**src/rtl/btcd_pkg.sv**
```systemverilog
// ----------------------------------------------------------------------------
// btcd_pkg
// Shared types, constants and tables of the button tap, long-press and chord
// detector.
// ----------------------------------------------------------------------------
package btcd_pkg;

  localparam int NUM_BUTTONS_DEF = 4;
  localparam int TIME_BITS_DEF   = 32;
  localparam int MAX_BUTTONS     = 4;
  localparam int BTN_W           = 2;
  localparam int SLOT_W          = 16;
  localparam int CFG_IDX_W       = 3;
  localparam int CFG_DATA_W      = 64;
  localparam int EVQ_DEPTH       = 8;

  localparam logic [15:0] LONG_PRESS_RST  = 16'd500;
  localparam logic [15:0] TAP_WINDOW_RST  = 16'd300;
  localparam logic [15:0] CHORD_WINDOW_RST = 16'd50;

  typedef enum logic [CFG_IDX_W-1:0] {
    REG_LONG_PRESS   = 3'd0,
    REG_TAP_WINDOW   = 3'd1,
    REG_CHORD_WINDOW = 3'd2,
    REG_DOUBLE       = 3'd3,
    REG_TRIPLE       = 3'd4,
    REG_LONG         = 3'd5,
    REG_CHORD_LOW    = 3'd6,
    REG_CHORD_HIGH   = 3'd7
  } cfg_reg_e;

  typedef enum logic [3:0] {
    PH_IDLE     = 4'b0001,
    PH_HELD     = 4'b0010,
    PH_AWAIT    = 4'b0100,
    PH_CONSUMED = 4'b1000
  } phase_e;

  typedef enum logic [2:0] {
    EV_SINGLE = 3'd0,
    EV_DOUBLE = 3'd1,
    EV_TRIPLE = 3'd2,
    EV_LONG   = 3'd3,
    EV_CHORD  = 3'd4
  } ev_kind_e;

  typedef struct packed {
    ev_kind_e         kind;
    logic [BTN_W-1:0] first;
    logic [BTN_W-1:0] second;
    logic [7:0]       modifier;
    logic [7:0]       key;
    logic             last;
  } event_t;

  // Event proposed by one button for the current tick.
  typedef struct packed {
    logic              valid;
    ev_kind_e          kind;
    logic [SLOT_W-1:0] action;
  } btn_ev_t;

  // Slot of a button pair in the concatenated chord action registers.
  function automatic logic [2:0] chord_slot_idx(input logic [BTN_W-1:0] a,
                                                input logic [BTN_W-1:0] b);
    logic [2:0] idx;
    unique case ({a, b})
      4'b0001: idx = 3'd0;
      4'b0010: idx = 3'd1;
      4'b0011: idx = 3'd2;
      4'b0110: idx = 3'd3;
      4'b0111: idx = 3'd4;
      4'b1011: idx = 3'd5;
      default: idx = 3'd0;
    endcase
    return idx;
  endfunction

endpackage

```
**src/rtl/btcd_button.sv**
```systemverilog
// ----------------------------------------------------------------------------
// btcd_button
// Next-state logic of one button: tap counting, hold timing and the event
// that the button gives on this tick.
// ----------------------------------------------------------------------------
module btcd_button import btcd_pkg::*; #(
  parameter int TIME_BITS = TIME_BITS_DEF
) (
  input  logic                 edge_i,
  input  logic                 held_i,
  input  logic                 prev_i,
  input  logic                 mapped_i,
  input  phase_e               phase_i,
  input  logic [TIME_BITS-1:0] start_i,
  input  logic [TIME_BITS-1:0] rel_i,
  input  logic [7:0]           count_i,
  input  logic [TIME_BITS-1:0] now_i,
  input  logic [15:0]          long_press_ms_i,
  input  logic [15:0]          tap_window_ms_i,
  input  logic [SLOT_W-1:0]    double_slot_i,
  input  logic [SLOT_W-1:0]    triple_slot_i,
  input  logic [SLOT_W-1:0]    long_slot_i,
  output phase_e               phase_o,
  output logic [TIME_BITS-1:0] start_o,
  output logic [TIME_BITS-1:0] rel_o,
  output logic [7:0]           count_o,
  output btn_ev_t              ev_o
);

  logic                 release_w;
  logic [TIME_BITS-1:0] hold_time;
  logic [TIME_BITS-1:0] idle_time;

  assign release_w = prev_i && !held_i;
  assign hold_time = now_i - start_i;
  assign idle_time = now_i - rel_i;

  always_comb begin
    phase_o = phase_i;
    start_o = start_i;
    rel_o   = rel_i;
    count_o = count_i;
    ev_o    = '{valid: 1'b0, kind: EV_SINGLE, action: '0};
    if (!mapped_i) begin
      ev_o.valid = edge_i;
      phase_o    = PH_IDLE;
      count_o    = 8'd0;
    end else begin
      unique case (phase_i)
        PH_IDLE: begin
          if (edge_i) begin
            phase_o = PH_HELD;
            start_o = now_i;
            count_o = 8'd1;
          end
        end
        PH_HELD: begin
          if (release_w) begin
            if (hold_time >= TIME_BITS'(long_press_ms_i)) begin
              ev_o.valid = 1'b1;
              if (long_slot_i != '0) begin
                ev_o.kind   = EV_LONG;
                ev_o.action = long_slot_i;
              end
              phase_o = PH_IDLE;
              count_o = 8'd0;
            end else begin
              rel_o   = now_i;
              phase_o = PH_AWAIT;
            end
          end
        end
        PH_AWAIT: begin
          if (edge_i) begin
            if (count_i != 8'hFF) begin
              count_o = count_i + 8'd1;
            end
            phase_o = PH_HELD;
            start_o = now_i;
          end else if (idle_time > TIME_BITS'(tap_window_ms_i)) begin
            // Double and triple counts without a mapping, and higher counts, give nothing.
            if (count_i == 8'd2 && double_slot_i != '0) begin
              ev_o = '{valid: 1'b1, kind: EV_DOUBLE, action: double_slot_i};
            end else if (count_i == 8'd3 && triple_slot_i != '0) begin
              ev_o = '{valid: 1'b1, kind: EV_TRIPLE, action: triple_slot_i};
            end else if (count_i == 8'd1) begin
              ev_o.valid = 1'b1;
            end
            phase_o = PH_IDLE;
            count_o = 8'd0;
          end
        end
        default: begin
          if (release_w) begin
            phase_o = PH_IDLE;
            count_o = 8'd0;
          end
        end
      endcase
    end
  end

endmodule

```
**src/rtl/btcd_chord.sv**
```systemverilog
// ----------------------------------------------------------------------------
// btcd_chord
// Chord resolution: pairs of held buttons whose press starts lie within the
// chord window, lower button first, each button in at most one chord.
// ----------------------------------------------------------------------------
module btcd_chord import btcd_pkg::*; #(
  parameter int NUM_BUTTONS = NUM_BUTTONS_DEF,
  parameter int TIME_BITS   = TIME_BITS_DEF
) (
  input  logic [NUM_BUTTONS-1:0] held_i,
  input  logic [TIME_BITS-1:0]   start_i [NUM_BUTTONS],
  input  logic [15:0]            chord_window_ms_i,
  input  logic [6*SLOT_W-1:0]    chord_actions_i,
  output logic [NUM_BUTTONS-1:0] consumed_o,
  output logic [NUM_BUTTONS-2:0] ev_vld_o,
  output event_t [NUM_BUTTONS-2:0] ev_o
);

  logic              pair_ok  [NUM_BUTTONS][NUM_BUTTONS];
  logic [SLOT_W-1:0] pair_act [NUM_BUTTONS][NUM_BUTTONS];

  // Every pair is judged in parallel; the shorter modular distance counts.
  always_comb begin
    logic [TIME_BITS-1:0] d1;
    logic [TIME_BITS-1:0] d2;
    logic [TIME_BITS-1:0] span;
    for (int a = 0; a < NUM_BUTTONS; a++) begin
      for (int b = 0; b < NUM_BUTTONS; b++) begin
        d1   = start_i[a] - start_i[b];
        d2   = start_i[b] - start_i[a];
        span = (d1 < d2) ? d1 : d2;
        pair_act[a][b] = '0;
        pair_ok[a][b]  = 1'b0;
        if (a < b) begin
          pair_act[a][b] = chord_actions_i[SLOT_W*chord_slot_idx(BTN_W'(a), BTN_W'(b)) +:
                                           SLOT_W];
          pair_ok[a][b]  = (span <= TIME_BITS'(chord_window_ms_i)) &&
                           (pair_act[a][b] != '0);
        end
      end
    end
  end

  always_comb begin
    logic [NUM_BUTTONS-1:0] live;
    logic                   found;
    live       = held_i;
    consumed_o = '0;
    ev_vld_o   = '0;
    ev_o       = '0;
    for (int a = 0; a < NUM_BUTTONS - 1; a++) begin
      found = 1'b0;
      if (live[a]) begin
        for (int b = a + 1; b < NUM_BUTTONS; b++) begin
          if (!found && live[b] && pair_ok[a][b]) begin
            found          = 1'b1;
            live[a]        = 1'b0;
            live[b]        = 1'b0;
            consumed_o[a]  = 1'b1;
            consumed_o[b]  = 1'b1;
            ev_vld_o[a]    = 1'b1;
            ev_o[a].kind     = EV_CHORD;
            ev_o[a].first    = BTN_W'(a);
            ev_o[a].second   = BTN_W'(b);
            ev_o[a].modifier = pair_act[a][b][15:8];
            ev_o[a].key      = pair_act[a][b][7:0];
            ev_o[a].last     = 1'b0;
          end
        end
      end
    end
  end

endmodule

```
**src/rtl/btcd_evq.sv**
```systemverilog
// ----------------------------------------------------------------------------
// btcd_evq
// Event queue: packs the events of one tick in order, marks the final one and
// hands them out one per cycle while the receiver is ready.
// ----------------------------------------------------------------------------
module btcd_evq import btcd_pkg::*; #(
  parameter int NCAND  = 7,
  parameter int MAX_EV = 6
) (
  input  logic             clk_i,
  input  logic             rst_ni,
  input  logic             push_i,
  input  logic [NCAND-1:0] cand_vld_i,
  input  event_t [NCAND-1:0] cand_i,
  output logic             room_o,
  output logic             out_valid_o,
  input  logic             out_ready_i,
  output event_t           out_o
);

  localparam int PTR_W = $clog2(EVQ_DEPTH);
  localparam int CNT_W = $clog2(EVQ_DEPTH + 1);

  event_t             ent_q [EVQ_DEPTH];
  event_t             ent_d [EVQ_DEPTH];
  logic [PTR_W-1:0]   head_q, head_d, tail_q, tail_d;
  logic [CNT_W-1:0]   cnt_q, cnt_d, cnt_left;
  logic [CNT_W-1:0]   n_push;
  logic [PTR_W-1:0]   wr_idx;
  logic               pop;

  assign pop         = (cnt_q != '0) && out_ready_i;
  assign cnt_left    = cnt_q - CNT_W'(pop);
  assign room_o      = ({1'b0, cnt_left} + (CNT_W+1)'(MAX_EV)) <= (CNT_W+1)'(EVQ_DEPTH);
  assign out_valid_o = cnt_q != '0;
  assign out_o       = ent_q[head_q];

  always_comb begin
    ent_d  = ent_q;
    n_push = '0;
    wr_idx = tail_q;
    if (push_i) begin
      for (int c = 0; c < NCAND; c++) begin
        if (cand_vld_i[c]) begin
          wr_idx            = tail_q + n_push[PTR_W-1:0];
          ent_d[wr_idx]      = cand_i[c];
          ent_d[wr_idx].last = 1'b0;
          n_push            = n_push + CNT_W'(1);
        end
      end
      // The final event of the tick carries the last flag.
      if (n_push != '0) begin
        ent_d[wr_idx].last = 1'b1;
      end
    end
    head_d = head_q + PTR_W'(pop);
    tail_d = tail_q + n_push[PTR_W-1:0];
    cnt_d  = cnt_left + n_push;
  end

  always_ff @(posedge clk_i or negedge rst_ni) begin
    if (!rst_ni) begin
      head_q <= '0;
      tail_q <= '0;
      cnt_q  <= '0;
    end else begin
      head_q <= head_d;
      tail_q <= tail_d;
      cnt_q  <= cnt_d;
    end
  end

  always_ff @(posedge clk_i) begin
    ent_q <= ent_d;
  end

endmodule

```
**src/rtl/button_tap_long_chord_detector.sv**
```systemverilog
// ----------------------------------------------------------------------------
// button_tap_long_chord_detector
// Top level: configuration registers, tick register, button state and the
// event queue.
// ----------------------------------------------------------------------------
// A tick is taken into an input register and, once the event queue has room,
// all buttons and chords are resolved at once and the resulting events (none
// to four) are written into an eight-entry event queue. The queue hands out one
// event per cycle while out_ready_i is high, with last_event set on the final
// event of each tick, and a new tick is accepted every cycle as long as the
// queue has room for a full tick's worth of events. Configuration writes are
// taken at once and apply to every tick that is processed afterwards.
module button_tap_long_chord_detector import btcd_pkg::*; #(
  parameter int NUM_BUTTONS = NUM_BUTTONS_DEF,
  parameter int TIME_BITS   = TIME_BITS_DEF
) (
  input  logic                  clk_i,
  input  logic                  rst_ni,
  input  logic                  cfg_valid_i,
  output logic                  cfg_ready_o,
  input  logic [CFG_IDX_W-1:0]  cfg_index_i,
  input  logic [CFG_DATA_W-1:0] cfg_data_i,
  input  logic                  in_valid_i,
  output logic                  in_ready_o,
  input  logic [3:0]            press_edge_mask_i,
  input  logic [3:0]            pressed_mask_i,
  input  logic [31:0]           now_ms_i,
  output logic                  out_valid_o,
  input  logic                  out_ready_i,
  output logic [2:0]            event_kind_o,
  output logic [1:0]            first_button_o,
  output logic [1:0]            second_button_o,
  output logic [7:0]            modifier_code_o,
  output logic [7:0]            key_code_o,
  output logic                  last_event_o
);

  localparam int NCAND  = 2 * NUM_BUTTONS - 1;
  localparam int MAX_EV = NUM_BUTTONS + NUM_BUTTONS / 2;

  // Configuration registers.
  logic [15:0] long_press_q, tap_window_q, chord_window_q;
  logic [63:0] double_q, triple_q, long_q, chord_low_q;
  logic [31:0] chord_high_q;
  logic [6*SLOT_W-1:0] chord_acts;

  // Tick register.
  logic                  in_vld_q;
  logic [3:0]            edges_q, levels_q;
  logic [TIME_BITS-1:0]  now_q;
  logic                  proc, room;

  // Button state.
  phase_e               phase_q [NUM_BUTTONS];
  logic [TIME_BITS-1:0] start_q [NUM_BUTTONS];
  logic [TIME_BITS-1:0] rel_q   [NUM_BUTTONS];
  logic [7:0]           count_q [NUM_BUTTONS];
  logic [NUM_BUTTONS-1:0] prev_q;

  phase_e               phase_d [NUM_BUTTONS];
  logic [TIME_BITS-1:0] start_d [NUM_BUTTONS];
  logic [TIME_BITS-1:0] rel_d   [NUM_BUTTONS];
  logic [7:0]           count_d [NUM_BUTTONS];
  btn_ev_t              btn_ev  [NUM_BUTTONS];
  logic [NUM_BUTTONS-1:0] mapped;
  logic [NUM_BUTTONS-1:0] held_after;
  logic [NUM_BUTTONS-1:0] consumed;

  logic [NUM_BUTTONS-2:0]   chord_vld;
  event_t [NUM_BUTTONS-2:0] chord_ev;
  logic [NCAND-1:0]         cand_vld;
  event_t [NCAND-1:0]       cand;
  event_t                   out_ev;

  assign cfg_ready_o = 1'b1;
  assign chord_acts  = {chord_high_q, chord_low_q};

  always_ff @(posedge clk_i or negedge rst_ni) begin
    if (!rst_ni) begin
      long_press_q   <= LONG_PRESS_RST;
      tap_window_q   <= TAP_WINDOW_RST;
      chord_window_q <= CHORD_WINDOW_RST;
      double_q       <= '0;
      triple_q       <= '0;
      long_q         <= '0;
      chord_low_q    <= '0;
      chord_high_q   <= '0;
    end else if (cfg_valid_i) begin
      unique case (cfg_index_i)
        REG_LONG_PRESS:   long_press_q   <= cfg_data_i[15:0];
        REG_TAP_WINDOW:   tap_window_q   <= cfg_data_i[15:0];
        REG_CHORD_WINDOW: chord_window_q <= cfg_data_i[15:0];
        REG_DOUBLE:       double_q       <= cfg_data_i;
        REG_TRIPLE:       triple_q       <= cfg_data_i;
        REG_LONG:         long_q         <= cfg_data_i;
        REG_CHORD_LOW:    chord_low_q    <= cfg_data_i;
        REG_CHORD_HIGH:   chord_high_q   <= cfg_data_i[31:0];
        default:          ;
      endcase
    end
  end

  // A tick is resolved once the queue can take all events it may cause.
  assign proc       = in_vld_q && room;
  assign in_ready_o = !in_vld_q || proc;

  always_ff @(posedge clk_i or negedge rst_ni) begin
    if (!rst_ni) begin
      in_vld_q <= 1'b0;
    end else if (in_ready_o) begin
      in_vld_q <= in_valid_i;
    end
  end

  always_ff @(posedge clk_i) begin
    if (in_valid_i && in_ready_o) begin
      edges_q  <= press_edge_mask_i;
      levels_q <= pressed_mask_i;
      now_q    <= now_ms_i[TIME_BITS-1:0];
    end
  end

  // A button with any tap, long or chord mapping runs its phase machine.
  always_comb begin
    for (int i = 0; i < NUM_BUTTONS; i++) begin
      mapped[i] = (double_q[SLOT_W*i +: SLOT_W] != '0) ||
                  (triple_q[SLOT_W*i +: SLOT_W] != '0) ||
                  (long_q[SLOT_W*i +: SLOT_W] != '0);
      for (int j = 0; j < NUM_BUTTONS; j++) begin
        if (j < i && chord_acts[SLOT_W*chord_slot_idx(BTN_W'(j), BTN_W'(i)) +: SLOT_W] != '0)
        begin
          mapped[i] = 1'b1;
        end
        if (j > i && chord_acts[SLOT_W*chord_slot_idx(BTN_W'(i), BTN_W'(j)) +: SLOT_W] != '0)
        begin
          mapped[i] = 1'b1;
        end
      end
    end
  end

  for (genvar g = 0; g < NUM_BUTTONS; g++) begin : g_btn
    btcd_button #(
      .TIME_BITS (TIME_BITS)
    ) u_button (
      .edge_i          (edges_q[g]),
      .held_i          (levels_q[g]),
      .prev_i          (prev_q[g]),
      .mapped_i        (mapped[g]),
      .phase_i         (phase_q[g]),
      .start_i         (start_q[g]),
      .rel_i           (rel_q[g]),
      .count_i         (count_q[g]),
      .now_i           (now_q),
      .long_press_ms_i (long_press_q),
      .tap_window_ms_i (tap_window_q),
      .double_slot_i   (double_q[SLOT_W*g +: SLOT_W]),
      .triple_slot_i   (triple_q[SLOT_W*g +: SLOT_W]),
      .long_slot_i     (long_q[SLOT_W*g +: SLOT_W]),
      .phase_o         (phase_d[g]),
      .start_o         (start_d[g]),
      .rel_o           (rel_d[g]),
      .count_o         (count_d[g]),
      .ev_o            (btn_ev[g])
    );
    assign held_after[g] = phase_d[g] == PH_HELD;
    assign cand_vld[g]   = btn_ev[g].valid;
    assign cand[g]       = '{kind: btn_ev[g].kind, first: BTN_W'(g), second: '0,
                             modifier: btn_ev[g].action[15:8],
                             key: btn_ev[g].action[7:0], last: 1'b0};
  end

  btcd_chord #(
    .NUM_BUTTONS (NUM_BUTTONS),
    .TIME_BITS   (TIME_BITS)
  ) u_chord (
    .held_i            (held_after),
    .start_i           (start_d),
    .chord_window_ms_i (chord_window_q),
    .chord_actions_i   (chord_acts),
    .consumed_o        (consumed),
    .ev_vld_o          (chord_vld),
    .ev_o              (chord_ev)
  );

  assign cand_vld[NCAND-1:NUM_BUTTONS] = chord_vld;
  assign cand[NCAND-1:NUM_BUTTONS]     = chord_ev;

  always_ff @(posedge clk_i or negedge rst_ni) begin
    if (!rst_ni) begin
      prev_q <= '0;
      for (int i = 0; i < NUM_BUTTONS; i++) begin
        phase_q[i] <= PH_IDLE;
        start_q[i] <= '0;
        rel_q[i]   <= '0;
        count_q[i] <= '0;
      end
    end else if (proc) begin
      prev_q <= levels_q[NUM_BUTTONS-1:0];
      for (int i = 0; i < NUM_BUTTONS; i++) begin
        phase_q[i] <= consumed[i] ? PH_CONSUMED : phase_d[i];
        start_q[i] <= start_d[i];
        rel_q[i]   <= rel_d[i];
        count_q[i] <= consumed[i] ? 8'd0 : count_d[i];
      end
    end
  end

  btcd_evq #(
    .NCAND  (NCAND),
    .MAX_EV (MAX_EV)
  ) u_evq (
    .clk_i       (clk_i),
    .rst_ni      (rst_ni),
    .push_i      (proc),
    .cand_vld_i  (cand_vld),
    .cand_i      (cand),
    .room_o      (room),
    .out_valid_o (out_valid_o),
    .out_ready_i (out_ready_i),
    .out_o       (out_ev)
  );

  assign event_kind_o    = out_ev.kind;
  assign first_button_o  = out_ev.first;
  assign second_button_o = out_ev.second;
  assign modifier_code_o = out_ev.modifier;
  assign key_code_o      = out_ev.key;
  assign last_event_o    = out_ev.last;

endmodule

```
**config.mk**
```make
export PLATFORM = sky130hd
export DESIGN_NAME = button_tap_long_chord_detector
export DESIGN_NICKNAME = d
export VERILOG_FILES = /design/src/rtl/btcd_pkg.sv /design/src/rtl/btcd_button.sv /design/src/rtl/btcd_chord.sv /design/src/rtl/btcd_evq.sv /design/src/rtl/button_tap_long_chord_detector.sv
export SDC_FILE = /design/constraint.sdc
export NUM_CORES = 2
export LEC_CHECK = 0
export BUFFER_PORTS_ARGS = -buffer_cell sky130_fd_sc_hd__buf_2
export CAP_MARGIN = 20
export CELL_PAD_IN_SITES_DETAIL_PLACEMENT = 2
export CELL_PAD_IN_SITES_GLOBAL_PLACEMENT = 2
export CORE_MARGIN = 2
export CORE_UTILIZATION = 37
export CTS_BUF_LIST = sky130_fd_sc_hd__clkbuf_4 sky130_fd_sc_hd__clkbuf_8
export DETAILED_ROUTE_END_ITERATION = 12
export PLACE_DENSITY = 0.88
export RECOVER_POWER = 50
export SYNTH_ARGS = -nofsm -noshare
export SYNTH_HDL_FRONTEND = slang
export SYNTH_HIERARCHICAL = 1
export SYNTH_SLANG_ARGS = --single-unit
```
**constraint.sdc**
```tcl
create_clock -name clk_i -period 13.71 [get_ports clk_i]
set_input_delay 2.0565 -clock clk_i [delete_from_list [all_inputs] [get_ports clk_i]]
set_output_delay 2.0565 -clock clk_i [all_outputs]
set_load 0.02 [all_outputs]
```
==> metrics.cfg, run 1 <==
[run_status]
outcome = aborted with a tool error
stop_stage = global routing (5_1_grt)
stop_error = [ERROR GRT-0232] Routing congestion too high. Check the congestion heatmap in the GUI.

[synthesis]
synth_area_um2 = 104000
avgSynthCellArea_um2 = 7.81
synthCells = 13400
synth_warnings = 6

[grt]
grt_start_max_net_pins = 152
grt_use_total_pct = 66.3
antenna_found_initial = 165
grt-ovfl-total = 24

[placement]
dp_hpwl_mm = 486
gp_congestion = 1.06
numPortBuffers = 137

[floorplanning]
io_pins = 139
fp-row-count = 194
die_h_um = 535
start_util_pct = 37.3
die_w_um = 535

[clocking]
cts_buffers = 180
cts_root_buf = clkbuf_8
cts.sinks = 887
clock_path_buffers = 4
cts-htree-levels = 4

[timing]
worstEndpointGrtRepair = u_evq/ent_q[126]$_DFFE_PP_/D
worst-endpoint-pin-kind = register data pin

==> through the flow <==
step	setup WS (ns)	util [%]	setup TNS (ns)	instances	cell area (um^2)
after global placement	-0.639	40.9	-103.81	17300	114000
after CTS	0.00215	42.5	0	17700	119000
after detailed placement	-1.45	40.9	-238.09	17300	114000
after floorplan	0.460	-	0	13400	105000
==> per-layer routing <==
metal / overflow / global-route usage (%)
met1: 0 / 66.4
met5: 1 / 36.6
met4: 16 / 61.7
met3: 2 / 55.7
met2: 5 / 79.3
==> timing repair <==
item / CTS
gates resized for setup: 140
hold buffers: 0
endpoints found under the setup margin: 223
pin swaps: 20
cloned: 0
buffers inserted: 15
==> inputs of run 2 (changes only) <==
CELL_PAD_IN_SITES_DETAIL_PLACEMENT = unset   (was 2)
CELL_PAD_IN_SITES_GLOBAL_PLACEMENT = unset   (was 2)
CORE_UTILIZATION = 40   (was 37)
CTS_BUF_LIST = unset   (was sky130_fd_sc_hd__clkbuf_4 sky130_fd_sc_hd__clkbuf_8)
PLACE_DENSITY = unset   (was 0.88)
PLACE_DENSITY_LB_ADDON = 0.15   (was unset)
clock period = 17.8 ns   (was 13.71 ns; I/O delays follow)
==> metrics.cfg, run 2 <==
[synthesis]
synthCells = 13400  ; unchanged
synth_warnings = 6  ; unchanged
avgSynthCellArea_um2 = 7.81  ; unchanged
synth_area_um2 = 104000  ; unchanged

[floorplanning]
fp-row-count = 187  ; was 194
io_pins = 139  ; unchanged
core-area_um2 = 259000
start_util_pct = 40.2  ; was 37.3%
die_h_um = 515  ; was 535 um
die_w_um = 515  ; was 535 um
dieArea_um2 = 265000

[timing]
setup-violations-final = 0
hold_viol_final = 0
worst_pin_slew_ns = 7.87
relSlewSlack_pct = -424
finalCritPeriodShare_pct = 93.8
tns_ns = 0
period_minus_slack_ns = 16.70
fin_skew_ns = 0.123
slew_violations = 590
rsz0062_at_grt = no
fmax_mhz = 59.9

[grt]
grt_pass1_wl_mm = 757
grt_use_total_pct = 39.0
antenna_found_initial = 44
grt_start_max_net_pins = 152
grt-ovfl-total = 0
grt_pass1_vias = 103000

[routing]
wl_per_cell_um = 32.2
postRouteAntennaNets = 0
wl_mm = 538
dr.pass1.iters = 7
routed-via-count = 109000
drc = 0
via_per_inst = 6.50
drt_iter0_markers = 13000

[setup_path]
critPathLaunchType = register
slowest_delay_ns = 0.89
critical_path_class = reg2reg
crit_path_end_kind = register
cp_top_family = compound AO/OA/AOI/OAI gates
critPathArrivalTime_ns = 17.31
cp_num_buf_inv = 6
required_ns = 18.41
crit_fanout = 50
critPathSlowestCell = and3_1

[finish]
mostFrequentLayoutCell = nand2_1
largest_reg_flops = 192
multiInputGateArea_um2 = 74900
syn2layout_area_growth_pct = 8.52
nFillCells = 26200
mostFrequentLayoutCells = 2245 x nand2_1, 1059 x ha_1, 976 x a21oi_1, 747 x inv_1, 722 x o21ai_0
nets = 14400
reg_top3 = u_evq/ent_q x192, rel_q x128, start_q x128
layout-drive-gt1-share_pct = 11.1
max_flop_register = u_evq/ent_q
regArea_um2 = 23400

[clocking]
cts-htree-levels = 3  ; was 4
cts-resized-gates = 0  ; was 140
cts_tree = built
cts_hold_buf = 0  ; unchanged
clk_pin_slew_ns = 0.06
cts.sinks = 887  ; unchanged
clock_path_buffers = 3  ; was 4
cts_setup_buffers = 0  ; was 15
cts_root_buf = clkbuf_16  ; was clkbuf_8
cts_buffers = 116  ; was 180
clk_latency_ns = 0.85

[job]
max_cap_viol_count = 10

[placement]
gp_congestion = 1.06  ; about the same
numPortBuffers = 137  ; unchanged
dp_hpwl_mm = 407  ; was 486 mm

[run_status]
violations = capacitance limit, slew limit
outcome = finished, violations left  ; was aborted with a tool error

[hold_path]
hold_path.class = reg2reg

## run 2: metal layers
metal  wire length, um  up-vias  part of all wire, %  track usage, %
li1                  -    48100                    -               -
met1            216000    52800                   40            49.6
met2            229000     6081                   43            59.5
met3             49700     1472                  9.2            8.36
met4             43300        4                  8.0            25.8
met5                31        -               0.0058               0
## run 2: worst paths after layout
path	from	endpoint	slack (ns)	cells after the start
setup / recovery	chord_high_q[10]	u_evq/ent_q[147]	1.10	48
hold / removal	u_evq/head_q[2]	u_evq/head_q[2]	0.47	1
min in group asynchronous	rst_ni	triple_q[55]	4.17	1
setup reg to reg	chord_high_q[10]	u_evq/ent_q[147]	1.10	48
max in group asynchronous	rst_ni	start_q[104]	2.78	4
hold reg to reg	u_evq/head_q[2]	u_evq/head_q[2]	0.47	1
## run 2: stage by stage
| stage | instances | utilization, % | hold WS [ns] | setup slack, ns | cell area, um^2 |
|---|---|---|---|---|---|
| global placement | 16400 | 42.1 | 0.458 | 1.78 | 109000 |
| floorplan | 13400 | - | 0.434 | 4.55 | 105000 |
| finish | 16700 | 43.6 | 0.473 | 1.10 | 113000 |
| global route | 16700 | 43.6 | 0.482 | 0.378 | 113000 |
| CTS | 16700 | 43.6 | 0.472 | 1.62 | 113000 |
| detailed placement | 16400 | 42.1 | 0.460 | 1.81 | 109000 |
## run 2: area by class of cell
class                      instances  share of cell area [%]
antenna                           20                  0.0442
clock buffer                     150                    2.82
clock inverter                    69                   0.744
inverter                         748                    2.49
multi-input combinational      10900                    66.2
sequential                       887                    20.7
tap                             3402                    3.76
timing repair buffer             533                    3.32
Power of run 2 is left out: the tool's default activity adds up to more than one toggle a clock period on the data nets, which glitch-free logic cannot reach.
